==> src/rtl/mavas_pkg.sv <==
// ----------------------------------------------------------------------------
// mavas_pkg
// Fixed widths, register indexes and reset values of the moving average
// angle scaler.
// ----------------------------------------------------------------------------
package mavas_pkg;

    localparam int MEAN_W     = 10;
    localparam int ANGLE_W    = 8;
    localparam int LIMIT_W    = 10;
    localparam int CFG_IDX_W  = 2;
    localparam int CFG_DATA_W = 10;

    localparam logic [CFG_IDX_W-1:0] REG_IN_LOW   = 2'd0;
    localparam logic [CFG_IDX_W-1:0] REG_IN_HIGH  = 2'd1;
    localparam logic [CFG_IDX_W-1:0] REG_OUT_HIGH = 2'd2;

    localparam logic [LIMIT_W-1:0] IN_LOW_RESET   = 10'd277;
    localparam logic [LIMIT_W-1:0] IN_HIGH_RESET  = 10'd413;
    localparam logic [ANGLE_W-1:0] OUT_HIGH_RESET = 8'd180;

endpackage

==> src/rtl/moving_average_angle_scaler.sv <==
// ----------------------------------------------------------------------------
// moving_average_angle_scaler
// Window mean of incoming samples and its linear map onto a clamped angle,
// with a reciprocal multiply for the mean and one restoring divider
// for the angle scaling.
//
//   channel  dir  ports                                   transfer when
//   s_       in   s_valid s_ready s_sample                s_valid & s_ready
//   m_       out  m_valid m_ready m_mean_raw m_angle      m_valid & m_ready
//   cfg_     in   cfg_valid cfg_ready cfg_index cfg_data  cfg_valid & cfg_ready
//
// After its transfer a sample runs through sum update, mean, range check,
// product, PROD_W divider steps and output load; the block then returns to
// idle, the only state in which it takes the next sample. An angle that is
// zero by range skips the product and the division.
// Reset is synchronous on aresetn; per-entry valid bits make the ring read as
// zero. A result waiting on m_ready holds only the output load step.
// ----------------------------------------------------------------------------
module moving_average_angle_scaler #(
    parameter int WINDOW      = 20,
    parameter int SAMPLE_BITS = 10
) (
    input  logic                              aclk,
    input  logic                              aresetn,

    input  logic                              s_valid,
    output logic                              s_ready,
    input  logic [SAMPLE_BITS-1:0]            s_sample,

    output logic                              m_valid,
    input  logic                              m_ready,
    output logic [mavas_pkg::MEAN_W-1:0]      m_mean_raw,
    output logic [mavas_pkg::ANGLE_W-1:0]     m_angle,

    input  logic                              cfg_valid,
    output logic                              cfg_ready,
    input  logic [mavas_pkg::CFG_IDX_W-1:0]   cfg_index,
    input  logic [mavas_pkg::CFG_DATA_W-1:0]  cfg_data
);

    localparam int IDX_W    = (WINDOW > 1) ? $clog2(WINDOW) : 1;
    localparam int SUM_W    = SAMPLE_BITS + $clog2(WINDOW);
    localparam int OPW      = (SAMPLE_BITS > mavas_pkg::LIMIT_W) ? SAMPLE_BITS
                                                                  : mavas_pkg::LIMIT_W;
    localparam int PROD_W   = OPW + mavas_pkg::ANGLE_W;
    localparam int DIV_W    = PROD_W;
    localparam int CNT_W    = $clog2(DIV_W + 1);
    localparam int RECIP_SH = SUM_W + IDX_W;
    localparam int RECIP_W  = RECIP_SH + 1;
    localparam int MPROD_W  = SUM_W + RECIP_W;

    localparam logic [IDX_W-1:0]   IDX_LAST = IDX_W'(WINDOW - 1);
    localparam logic [RECIP_W-1:0] RECIP    =
        RECIP_W'(((1 << RECIP_SH) + WINDOW - 1) / WINDOW);

    localparam logic [2:0] ST_IDLE = 3'd0;
    localparam logic [2:0] ST_SUM  = 3'd1;
    localparam logic [2:0] ST_MEAN = 3'd2;
    localparam logic [2:0] ST_PREP = 3'd3;
    localparam logic [2:0] ST_MUL  = 3'd4;
    localparam logic [2:0] ST_DIV2 = 3'd5;
    localparam logic [2:0] ST_DONE = 3'd6;

    logic [2:0]                     state_reg, state_next;
    logic [SAMPLE_BITS-1:0]         sample_reg, sample_next;
    logic [IDX_W-1:0]               idx_reg, idx_next;
    logic [WINDOW-1:0]              valid_reg, valid_next;
    logic [SUM_W-1:0]               sum_reg, sum_next;
    logic [DIV_W-1:0]               rem_reg, rem_next;
    logic [DIV_W-1:0]               quo_reg, quo_next;
    logic [DIV_W-1:0]               den_reg, den_next;
    logic [CNT_W-1:0]               cnt_reg, cnt_next;
    logic [SAMPLE_BITS-1:0]         mean_reg, mean_next;
    logic [OPW-1:0]                 diff_reg, diff_next;
    logic [mavas_pkg::ANGLE_W-1:0]  angle_reg, angle_next;
    logic                           m_valid_reg, m_valid_next;
    logic [mavas_pkg::MEAN_W-1:0]   m_mean_reg, m_mean_next;
    logic [mavas_pkg::ANGLE_W-1:0]  m_angle_reg, m_angle_next;
    logic [mavas_pkg::LIMIT_W-1:0]  in_low_reg, in_low_next;
    logic [mavas_pkg::LIMIT_W-1:0]  in_high_reg, in_high_next;
    logic [mavas_pkg::ANGLE_W-1:0]  out_high_reg, out_high_next;

    logic [SAMPLE_BITS-1:0]         ring_mem [WINDOW];
    logic [SAMPLE_BITS-1:0]         rd_data_reg;

    logic [SAMPLE_BITS-1:0]         old_sample;
    logic [SUM_W-1:0]               sum_upd;
    logic [DIV_W:0]                 trial;
    logic [DIV_W:0]                 trial_sub;
    logic                           trial_ge;
    logic [DIV_W-1:0]               rem_step;
    logic [DIV_W-1:0]               quo_step;
    logic [MPROD_W-1:0]             mean_prod;
    logic [SAMPLE_BITS-1:0]         mean_q;
    logic [OPW-1:0]                 mean_ext;
    logic [OPW-1:0]                 low_ext;
    logic                           angle_zero;
    logic [PROD_W-1:0]              prod;
    logic                           out_free;

    assign s_ready    = (state_reg == ST_IDLE);
    assign cfg_ready  = 1'b1;
    assign m_valid    = m_valid_reg;
    assign m_mean_raw = m_mean_reg;
    assign m_angle    = m_angle_reg;

    // ring storage, read every cycle at the write index
    always_ff @(posedge aclk) begin
        if (state_reg == ST_SUM) begin
            ring_mem[idx_reg] <= sample_reg;
        end
        rd_data_reg <= ring_mem[idx_reg];
    end

    always_comb begin
        old_sample = valid_reg[idx_reg] ? rd_data_reg : '0;
        sum_upd    = sum_reg - SUM_W'(old_sample) + SUM_W'(sample_reg);

        trial     = {rem_reg, quo_reg[DIV_W-1]};
        trial_sub = trial - {1'b0, den_reg};
        trial_ge  = (trial >= {1'b0, den_reg});
        rem_step  = trial_ge ? trial_sub[DIV_W-1:0] : trial[DIV_W-1:0];
        quo_step  = {quo_reg[DIV_W-2:0], trial_ge};

        mean_prod  = MPROD_W'(sum_reg) * MPROD_W'(RECIP);
        mean_q     = mean_prod[RECIP_SH +: SAMPLE_BITS];
        mean_ext   = OPW'(mean_reg);
        low_ext    = OPW'(in_low_reg);
        angle_zero = (in_high_reg <= in_low_reg) || (mean_ext <= low_ext);
        prod       = PROD_W'(diff_reg) * PROD_W'(out_high_reg);
        out_free   = !m_valid_reg || m_ready;
    end

    always_comb begin
        state_next    = state_reg;
        sample_next   = sample_reg;
        idx_next      = idx_reg;
        valid_next    = valid_reg;
        sum_next      = sum_reg;
        rem_next      = rem_reg;
        quo_next      = quo_reg;
        den_next      = den_reg;
        cnt_next      = cnt_reg;
        mean_next     = mean_reg;
        diff_next     = diff_reg;
        angle_next    = angle_reg;
        m_valid_next  = m_valid_reg;
        m_mean_next   = m_mean_reg;
        m_angle_next  = m_angle_reg;
        in_low_next   = in_low_reg;
        in_high_next  = in_high_reg;
        out_high_next = out_high_reg;

        if (cfg_valid) begin
            case (cfg_index)
                mavas_pkg::REG_IN_LOW:   in_low_next   = cfg_data;
                mavas_pkg::REG_IN_HIGH:  in_high_next  = cfg_data;
                mavas_pkg::REG_OUT_HIGH: out_high_next = cfg_data[mavas_pkg::ANGLE_W-1:0];
                default: ;
            endcase
        end

        if (m_valid_reg && m_ready) begin
            m_valid_next = 1'b0;
        end

        case (state_reg)
            ST_IDLE: begin
                if (s_valid) begin
                    sample_next = s_sample;
                    state_next  = ST_SUM;
                end
            end
            ST_SUM: begin
                // drop the oldest entry, add the new one, advance with wrap
                sum_next            = sum_upd;
                valid_next[idx_reg] = 1'b1;
                idx_next            = (idx_reg == IDX_LAST) ? '0 : idx_reg + 1'b1;
                state_next          = ST_MEAN;
            end
            ST_MEAN: begin
                mean_next  = mean_q;
                state_next = ST_PREP;
            end
            ST_PREP: begin
                diff_next = mean_ext - low_ext;
                if (angle_zero) begin
                    angle_next = '0;
                    state_next = ST_DONE;
                end else begin
                    state_next = ST_MUL;
                end
            end
            ST_MUL: begin
                rem_next   = '0;
                quo_next   = DIV_W'(prod);
                den_next   = DIV_W'(in_high_reg - in_low_reg);
                cnt_next   = CNT_W'(PROD_W);
                state_next = ST_DIV2;
            end
            ST_DIV2: begin
                rem_next = rem_step;
                quo_next = quo_step;
                cnt_next = cnt_reg - 1'b1;
                if (cnt_reg == CNT_W'(1)) begin
                    if (quo_step > DIV_W'(out_high_reg)) begin
                        angle_next = out_high_reg;
                    end else begin
                        angle_next = quo_step[mavas_pkg::ANGLE_W-1:0];
                    end
                    state_next = ST_DONE;
                end
            end
            ST_DONE: begin
                // hold until the output register is free
                if (out_free) begin
                    m_valid_next = 1'b1;
                    m_mean_next  = mavas_pkg::MEAN_W'(mean_reg);
                    m_angle_next = angle_reg;
                    state_next   = ST_IDLE;
                end
            end
            default: begin
                state_next = ST_IDLE;
            end
        endcase
    end

    always_ff @(posedge aclk) begin
        if (!aresetn) begin
            state_reg    <= ST_IDLE;
            idx_reg      <= '0;
            valid_reg    <= '0;
            sum_reg      <= '0;
            m_valid_reg  <= 1'b0;
            in_low_reg   <= mavas_pkg::IN_LOW_RESET;
            in_high_reg  <= mavas_pkg::IN_HIGH_RESET;
            out_high_reg <= mavas_pkg::OUT_HIGH_RESET;
        end else begin
            state_reg    <= state_next;
            idx_reg      <= idx_next;
            valid_reg    <= valid_next;
            sum_reg      <= sum_next;
            m_valid_reg  <= m_valid_next;
            in_low_reg   <= in_low_next;
            in_high_reg  <= in_high_next;
            out_high_reg <= out_high_next;
        end
    end

    always_ff @(posedge aclk) begin
        sample_reg  <= sample_next;
        rem_reg     <= rem_next;
        quo_reg     <= quo_next;
        den_reg     <= den_next;
        cnt_reg     <= cnt_next;
        mean_reg    <= mean_next;
        diff_reg    <= diff_next;
        angle_reg   <= angle_next;
        m_mean_reg  <= m_mean_next;
        m_angle_reg <= m_angle_next;
    end

endmodule
==> config.mk <==
export PLATFORM = sky130hd
export DESIGN_NAME = moving_average_angle_scaler
export DESIGN_NICKNAME = d
export VERILOG_FILES = /design/src/rtl/mavas_pkg.sv /design/src/rtl/moving_average_angle_scaler.sv
export SDC_FILE = /design/constraint.sdc
export NUM_CORES = 1
export LEC_CHECK = 0
export BUFFER_PORTS_ARGS = -buffer_cell sky130_fd_sc_hd__buf_2
export CORE_ASPECT_RATIO = 0.8
export CORE_UTILIZATION = 45
export CTS_CLUSTER_DIAMETER = 30
export CTS_CLUSTER_SIZE = 30
export DETAILED_ROUTE_END_ITERATION = 10
export GPL_TIMING_DRIVEN = 0
export PLACE_DENSITY = 0.56
export REMOVE_ABC_BUFFERS = 1
export SLEW_MARGIN = 10
export SYNTH_ARGS = -nofsm -noshare
export SYNTH_HDL_FRONTEND = slang
export SYNTH_SLANG_ARGS = --single-unit
==> constraint.sdc <==
create_clock -name aclk -period 7.12 [get_ports aclk]
set_clock_uncertainty 0.2 [all_clocks]
set_input_delay 1.424 -clock aclk [delete_from_list [all_inputs] [get_ports aclk]]
set_output_delay 1.424 -clock aclk [all_outputs]
set_load 0.05 [all_outputs]
==> results of run 1 <==
## power groups by stage
stage                     logic [mW]  clock network (mW)  registers [mW]
final                           2.75                3.37            2.71
after global routing            3.16                3.54            2.72
after CTS                       2.78                3.42            2.71
after detailed placement        2.74                   0            2.76
after global placement          2.69                   0            2.77
after floorplan                 2.08                   0            2.71
## through the flow
stage | worst slack [ns] | util (%)
after global placement | -1.26 | 47.5
after detailed placement | 0.589 | 47.9
after global routing | 0.406 | 52.7
final | 0.715 | 52.7
after floorplan | 0.778 | -
after CTS | 0.537 | 52.7
## cell families (layout without fill, tap and decap cells)
family | after synthesis | count (layout) | synth area share (%)
multiplexers | 78 | 78 | 6.23
AO/OA/AOI/OAI | 306 | 306 | 8.61
adder cells (fa/ha/maj) | 331 | 331 | 21.3
XOR/XNOR | 64 | 64 | 2.37
buffers and inverters | 323 | 449 | 5.26
other | 1 | 1 | 0.0159
flip-flops | 390 | 390 | 46.1
AND/OR/NAND/NOR | 503 | 503 | 10.1
## area by class of cell
cell class / instances / area [sq um]
clock buffer: 89 / 1970
clock inverter: 46 / 483
fill: 4421 / 24300
inverter: 259 / 972
multi-input combinational: 1283 / 11500
sequential: 390 / 10900
tap: 684 / 856
timing repair buffer: 55 / 408
## worst max-delay path, cell delays in order, from the launching register on
cell       delay [ns]
dfxtp_1          0.48
inv_1            0.08
ha_1             0.38
inv_1            0.13
ha_1             0.34
inv_1            0.08
fa_1             0.54
fa_1             0.56
inv_1            0.05
fa_1             0.53
inv_1            0.06
fa_1             0.53
inv_1            0.04
ha_1             0.33
nor2b_1          0.20
nor4_1           0.54
a21oi_1          0.21
o41a_1           0.43
o2111ai_1        0.20
a21oi_1          0.11
xnor2_1          0.13
## layer usage
metal | vias to the layer above | share of wire (%) | global-route usage [%]
met5 | - | 0 | 0
met2 | 309 | 44 | 32.9
met4 | 0 | 1.4 | 4.86
li1 | 7144 | - | -
met3 | 62 | 4.3 | 3.15
met1 | 7308 | 50 | 30.7
## Yosys cell counts (4+ instances only)
master / count / share of area (%)
buf_2: 6 / 0.13
a21o_1: 25 / 0.79
clkbuf_1: 51 / 0.81
o21a_1: 37 / 1.2
o21bai_1: 4 / 0.13
a31oi_1: 12 / 0.32
mux2i_1: 22 / 0.93
o211ai_1: 10 / 0.32
inv_1: 257 / 4.1
a211oi_2: 4 / 0.21
xor2_1: 28 / 1.0
a22oi_1: 10 / 0.32
edfxtp_1: 308 / 39
nor2_1: 84 / 1.3
o31ai_1: 5 / 0.16
ha_1: 214 / 11
a21oi_1: 71 / 1.5
nand4_1: 13 / 0.34
buf_4: 4 / 0.13
and3_1: 13 / 0.34
a21boi_0: 19 / 0.60
mux4_2: 55 / 5.2
or3_1: 5 / 0.13
or2_2: 4 / 0.11
xnor2_1: 36 / 1.3
nand2_1: 201 / 3.2
nand2b_1: 17 / 0.45
nor4_1: 5 / 0.13
nor3_1: 12 / 0.25
a211oi_1: 15 / 0.48
o21ai_0: 59 / 1.3
and2_1: 81 / 2.1
nor2b_1: 23 / 0.61
nand3_1: 34 / 0.72
dfxtp_1: 82 / 7.0
fa_1: 117 / 9.9
## worst max-delay path by stage
stage	start	endpoint	slack, ns	cells after the start
detailed placement	idx_reg[2]	sum_reg[11]	0.59	16
floorplan	idx_reg[0]	sum_reg[11]	0.78	17
global placement	idx_reg[0]	sum_reg[13]	-1.26	16
CTS	idx_reg[2]	sum_reg[11]	0.54	16
global route	sum_reg[11]	mean_ext[9]	0.41	20
finish	sum_reg[11]	mean_ext[9]	0.71	20
==> flow_summary.yaml, run 1 <==
final_layout:
  final_cell_mix: "308 x edfxtp_1, 257 x inv_1, 214 x ha_1"
  syn2layout_area_growth_pct: 14.7
  final_cells: 2806
  drive_gt1_share_pct: 12.1
  antenna_cells: 0
  finish.instance_area_sq_um: 27100
  layout_commonest_cell: "edfxtp_1"
  final_nets: 2420
  largest_reg_flops: 200
logic_synthesis:
  synth-seq-cells: 390
  synth_warnings: 0
  syn_area_sq_um: 23600
  async_flop_share_pct: 0
  synth_edf_count: 308
  syn_avg_cell_area_sq_um: 11.8
  syn-instance-count: 1996
  synthFlopType: "edfxtp_1"
  synthDistinctLibCells: 70
  ys_seq_area_share_pct: 46.1
pwr:
  power_frac_clock_pct: 38.2
  p_total_mw: 8.83
  power.density_nw_per_um2: 326
  intPower_mw: 5.92
  p_switching_mw: 2.91
  combPwrFrac_pct: 31.1
  p_seq_share_pct: 30.7
  ir_drop_mv: 0.234
  netSwitchingFraction_pct: 32.9
  power.leakage_nw: 11.4
sta:
  maxSlewViolCount: 0
  finalSetupTns_ns: 0
  setup_viol: 0
  fin_worst_hold_slack_ns: 0.216
  fin_crit_ns: 6.41
  hold_viol: 0
  slew_headroom_pct: 21.7
  rsz0062_at_grt: "no"
  max_freq_ghz: 0.156
  fin_crit_sh_pct: 90.0
  tightestPinTransition_ns: 1.17
die:
  floorplan.initialDensity_pct: 46.0
  core_area_sq_um: 51400
  chipWidth_um: 258
  die_height_um: 207
  ioPinCount: 48
  row_count: 74
  die-area_sq_um: 53400
global_route:
  grt_pass1_vias: 15297
  grt_max_degree: 59
  grt_overflow: 0
  grt_pass1_wl_mm: 85.7
  antenna_found_initial: 0
  grt_usage_pct: 21.0
worst_hold_path:
  min_path_cells: 0
  hold_path.class: "register to register"
  hold_start: "angle_reg[0]"
  hold_path_end: "m_angle[0]"
run:
  drv_cap: 0
placement:
  gp_congestion: 0.891
  place_area_sq_um: 24600
  io_buffers: 46
  dp_hpwl_mm: 38.3
  place_inst: 2671
route:
  drtIter0Drc: 807
  routed_wl_mm: 53.6
  drt-vias-per-instance: 5.28
  wl_per_cell_um: 19.1
  ant_nets: 0
  drcViolationCount: 0
  firstDrtPassIters: 5
  routed-via-count: 14823
critical_path:
  rr_worst_depth: 20
  critPathMaxFanout: 7
  cp.required_ns: 7.26
  critPathLaunchType: "register"
  reg2reg_to: "mean_ext[9]"
  worstSetupEndpointType: "register"
  r2r-start: "sum_reg[11]"
  critPathKind: "register to register"
  cp.arrival_ns: 6.54
  r2r_slack_ns: 0.71
clock_tree:
  clkLatencyLatePin_ns: 0.60
  cts_buffers: 73
  cts_resized: 0
  post_cts_buffers: 0
  cts_hold_buf: 0
  numClockSinks: 390
  h-tree-depth: 3
  clk_path_buf_depth: 3
  clkTransAtPathRegs_ns: 0.05
  cts_tree: "yes"
  ctsRootBufferMaster: "clkbuf_16"
outcome:
  status: "completed"
Power figures use the tool's default switching activity.
==> run 2, diff against run 1 <==
--- a/config.mk
+++ b/config.mk
@@ -5,6 +5,7 @@
 export SDC_FILE = /design/constraint.sdc
 export NUM_CORES = 1
 export LEC_CHECK = 0
+export ABC_AREA = 1
 export BUFFER_PORTS_ARGS = -buffer_cell sky130_fd_sc_hd__buf_2
 export CORE_ASPECT_RATIO = 0.8
 export CORE_UTILIZATION = 45
==> run 2 against run 1 <==
- sequential share of layout area decreased by 1.9 points
- synthesized area up 5.4%
- utilization decreased by 0.25 points
- critical path depth fell by 1
- largest cell class unchanged
- critical endpoint is now mean_ext[6]
- clock-buffer cell count is 4 higher
- fmax is 14% higher
==> flow_summary.yaml, run 2 <==
clock_tree:
  clkLatencyLatePin_ns: 0.62
  cts_buffers: 75
  clkTransAtPathRegs_ns: 0.05
  cts_resized: 0
  cts_tree: "yes"
  clk_path_buf_depth: 3
  cts_hold_buf: 0
  h-tree-depth: 3
  numClockSinks: 390
  ctsRootBufferMaster: "clkbuf_16"
  post_cts_buffers: 0
route:
  drtIter0Drc: 1183
  firstDrtPassIters: 5
  drt-vias-per-instance: 5.20
  routed_wl_mm: 60.6
  routed-via-count: 18458
  drcViolationCount: 0
  wl_per_cell_um: 17.1
  ant_nets: 0
critical_path:
  worstSetupEndpointType: "register"
  r2r-start: "sum_reg[11]"
  cp.required_ns: 7.27
  startpoint: "sum_reg[11]"
  critPathKind: "register to register"
  critPathMaxFanout: 6
  cp.arrival_ns: 5.77
  critPathLaunchType: "register"
global_route:
  grt_max_degree: 76
  grt_pass1_wl_mm: 97.5
  antenna_found_initial: 0
  grt_pass1_vias: 18219
  grt_overflow: 0
  grt_usage_pct: 22.2
final_layout:
  largest_reg_flops: 200
  drive_gt1_share_pct: 7.65
  final_nets: 3144
  final_cell_mix: "460 x nand2_1, 449 x inv_1, 350 x nor2_1"
  layout_commonest_cell: "nand2_1"
  syn2layout_area_growth_pct: 14.3
die:
  row_count: 76
  ioPinCount: 48
  floorplan.initialDensity_pct: 45.9
  core_area_sq_um: 54200
  die-area_sq_um: 56300
  chipWidth_um: 265
  die_height_um: 212
logic_synthesis:
  async_flop_share_pct: 0
  synth_edf_count: 308
  syn_area_sq_um: 24900
  ys_top_cells_by_count: "460 x nand2_1, 451 x inv_1, 351 x nor2_1"
  synth_top_area_share_pct: 37.2
  synth_area_leaders: "edfxtp_1 37%, ha_1 11%, fa_1 9.4%, nand2_1 6.9%, inv_1 6.8%"
  ys_seq_area_share_pct: 43.8
  synthDistinctLibCells: 49
  synth_warnings: 0
  syn_avg_cell_area_sq_um: 9.10
  synthFlopType: "edfxtp_1"
  syn-instance-count: 2734
  yosysMostFrequentCell: "nand2_1"
  synth-seq-cells: 390
  yosys.area.top_type: "edfxtp_1"
placement:
  dp_hpwl_mm: 43.8
  gp_congestion: 0.882
  io_buffers: 46
sta:
  setup_viol: 0
  fin_crit_ns: 5.62
  fin_crit_sh_pct: 78.9
  rsz0062_at_grt: "no"
  slew_headroom_pct: 21.2
  maxSlewViolCount: 0
  max_freq_ghz: 0.178
  hold_viol: 0
  fin_worst_hold_slack_ns: 0.215
  tightestPinTransition_ns: 1.18
outcome:
  status: "completed"
run:
  drv_cap: 0
worst_hold_path:
  hold_path.class: "register to register"
  hold_start: "angle_reg[0]"
run 2: layout make-up:
cell class / instances / area (sq um)
inverter: 456 / 1720
timing repair buffer: 57 / 399
clock inverter: 47 / 562
clock buffer: 93 / 2000
sequential: 390 / 10900
multi-input combinational: 1806 / 12000
antenna: 2 / 5.00
tap: 702 / 878
fill: 4961 / 25800
run 2: worst max-delay path: stages, from the launching register on:
cell and delay (ns):
dfxtp_1 0.48, inv_1 0.10, ha_1 0.40, inv_1 0.12, ha_1 0.35, inv_1 0.07, fa_1 0.56, fa_1 0.56
inv_1 0.05, fa_1 0.53, inv_1 0.06, fa_1 0.53, inv_1 0.04, ha_1 0.32, a21oi_1 0.22, a21boi_0 0.24
o21ai_0 0.12, nand2_1 0.07, nand3_1 0.15, xor2_1 0.18
run 2: cell families after synthesis:
group           count (synthesis)  share of synthesized area [%]
compound gates                414                           9.16
xor+xnor                       55                           1.94
fa+ha+maj                     331                           20.2
buf+inv                       538                           8.29
flops                         390                           43.8
other cells                     1                         0.0151
simple gates                 1005                           16.7
run 2: per-layer routing:
layer / share of wire (%) / global-route usage, % / up-vias
met2: 43 / 33.9 / 423
li1: - / - / 9099
met4: 2.5 / 6.94 / 0
met5: 0 / 0 / -
met3: 5.6 / 3.61 / 105
met1: 49 / 32.4 / 8831
run 2: path summary, 6_finish.rpt:
| kind | slack (ns) | end | cells after the start |
|---|---|---|---|
| worst min-delay path | 0.22 | m_angle[0] | 0 |
| worst max register to register | 1.50 | mean_ext[6] | 19 |
| worst min register to register | 0.22 | m_angle[0] | 0 |
| worst max-delay path | 1.50 | mean_ext[6] | 19 |
run 2: per-stage QoR:
step,util [%],instances,setup TNS [ns],area [sq um],setup WS (ns)
2_1_floorplan,-,2652,0,24500,0.242
3_3_place_gp,47.3,3400,-210.24,25600,-3.68
3_5_place_dp,47.7,3411,0,25900,1.49
4_1_cts,52.5,3551,0,28400,1.50
5_1_grt,52.5,3551,0,28400,1.19
6_report,52.5,3553,0,28400,1.50
Power of run 2 is left out: the tool's default activity adds up to more than one toggle a clock period on the data nets, which glitch-free logic cannot reach.
==> run 3, diff against run 2 <==
==> constraint.sdc (replaced) <==
create_clock -name aclk -period 5.3 [get_ports aclk]
set_clock_uncertainty 0.2 [all_clocks]
set_input_delay 1.06 -clock aclk [delete_from_list [all_inputs] [get_ports aclk]]
set_output_delay 1.06 -clock aclk [all_outputs]
set_load 0.05 [all_outputs]
==> run 3 against run 2 <==
- routed wire length increased by 0.25%
- worst setup slack got worse by 1.3 ns
- first-iteration DRC count decreased by 2.3%
- register-to-register slack got worse by 1.3 ns
- final area increased by 0.77%
- cell count about the same
- non-clock buffer count increased by 1
- sequential share of layout area decreased by 0.25 points
- via count about the same
- worst hold slack about the same
==> flow_summary.yaml, run 3 (synthesized netlist as in run 2, its figures left out) <==
outcome:
  status: "completed"
worst_hold_path:
  hold_path_end: "m_angle[0]"
  min_path_cells: 0
  hold_path.class: "register to register"
  hold_start: "angle_reg[0]"
critical_path:
  rr_worst_depth: 20
  reg2reg_to: "mean_ext[4]"
  cp.arrival_ns: 5.24
  critPathKind: "register to register"
  r2r_slack_ns: 0.20
  worstSetupEndpointType: "register"
  critPathLaunchType: "register"
  cp.required_ns: 5.45
  r2r-start: "sum_reg[11]"
  critPathMaxFanout: 6
die:
  die_height_um: 212
  die-area_sq_um: 56300
  chipWidth_um: 265
  row_count: 76
  ioPinCount: 48
  floorplan.initialDensity_pct: 45.9
  core_area_sq_um: 54200
sta:
  maxSlewViolCount: 0
  tightestPinTransition_ns: 1.21
  setup_viol: 0
  fin_crit_ns: 5.10
  rsz0062_at_grt: "yes"
  max_freq_ghz: 0.196
  layout_setup_ws_ns: 0.205
  hold_viol: 0
  fin_crit_sh_pct: 96.1
  slew_headroom_pct: 19.3
  finalSetupTns_ns: 0
clock_tree:
  numClockSinks: 390
  cts_buffers: 75
  h-tree-depth: 3
  ctsRootBufferMaster: "clkbuf_16"
  cts_hold_buf: 0
  clkTransAtPathRegs_ns: 0.05
  clkLatencyLatePin_ns: 0.62
  clk_path_buf_depth: 3
  cts_tree: "yes"
route:
  ant_nets: 0
  routed-via-count: 18443
  routed_wl_mm: 60.8
  firstDrtPassIters: 6
  drcViolationCount: 0
  wl_per_cell_um: 17.1
  drt-vias-per-instance: 5.19
  drtIter0Drc: 1156
final_layout:
  syn2layout_area_growth_pct: 15.1
  largest_reg_flops: 200
  final_cells: 3554
  final_nets: 3145
  drive_gt1_share_pct: 9.05
  finish.instance_area_sq_um: 28700
  final_cell_mix: "457 x nand2_1, 449 x inv_1, 347 x nor2_1"
  layout_commonest_cell: "nand2_1"
placement:
  dp_hpwl_mm: 43.8
  place_inst: 3411
  place_area_sq_um: 25900
  io_buffers: 46
  dp_slack_ns: -0.326
  gp_congestion: 0.882
global_route:
  grt_usage_pct: 22.3
  antenna_found_initial: 0
  grt_max_degree: 76
  grt_pass1_wl_mm: 97.6
  grt_pass1_vias: 18239
  grt_overflow: 0
run:
  drv_cap: 0
==> run 3: cell count changes in the layout (fill, tap and decap cells not counted), sizes merged <==
cell,change
buf,+1
==> run 3: cell type report <==
cell class	count	area [sq um]
timing repair buffer	58	427
tap	702	878
fill	4938	25500
clock inverter	47	562
multi-input combinational	1806	12200
sequential	390	10900
antenna	2	5.00
inverter	456	1720
clock buffer	93	2000
==> run 3: worst max-delay path by stage <==
stage	end	slack (ns)	start
6_report	mean_ext[4]	0.20	sum_reg[11]
4_1_cts	mean_ext[4]	0.004	sum_reg[9]
5_1_grt	mean_ext[9]	-0.001	sum_reg[11]
3_5_place_dp	mean_ext[6]	-0.33	sum_reg[11]
3_3_place_gp	sum_reg[7]	-5.50	idx_reg[0]
2_1_floorplan	sum_reg[7]	-1.58	idx_reg[0]
==> run 3: critical path, cell delays in order (launching register included) <==
cell and delay [ns]:
dfxtp_4 0.38, inv_1 0.09, ha_4 0.30, inv_1 0.11, ha_1 0.29, inv_1 0.06, fa_1 0.50, inv_1 0.06
fa_1 0.51, fa_1 0.51, inv_1 0.05, fa_1 0.50, inv_1 0.04, ha_1 0.33, nand2_1 0.11, nor2_1 0.16
nand2_1 0.12, nor3_1 0.20, nor2_1 0.07, nand2_1 0.13, xor2_2 0.10
==> run 3: routing by layer <==
metal  share of wire, %  wire (um)  global-route usage [%]  vias up
met1                 49      29800                    32.4     8824
met3                5.2       3170                    3.61      105
li1                   -          -                       -     9103
met2                 43      26200                    33.9      411
met4                2.6       1580                    7.08        0
met5                  0          0                       0        -
==> run 3: what timing repair did <==
action	CTS	global route
pin swaps	1	2
endpoints found under the hold margin	0	0
cloned	0	0
setup buffers	0	1
endpoints found under the setup margin	10	15
resized for setup	11	35
==> run 3: metrics by stage <==
step,util [%],hold WS [ns]
2_1_floorplan,-,0.200
3_3_place_gp,47.3,0.201
3_5_place_dp,47.7,0.205
4_1_cts,52.5,0.217
5_1_grt,52.9,0.223
6_report,52.9,0.215
Power of run 3 is left out for the same reason.
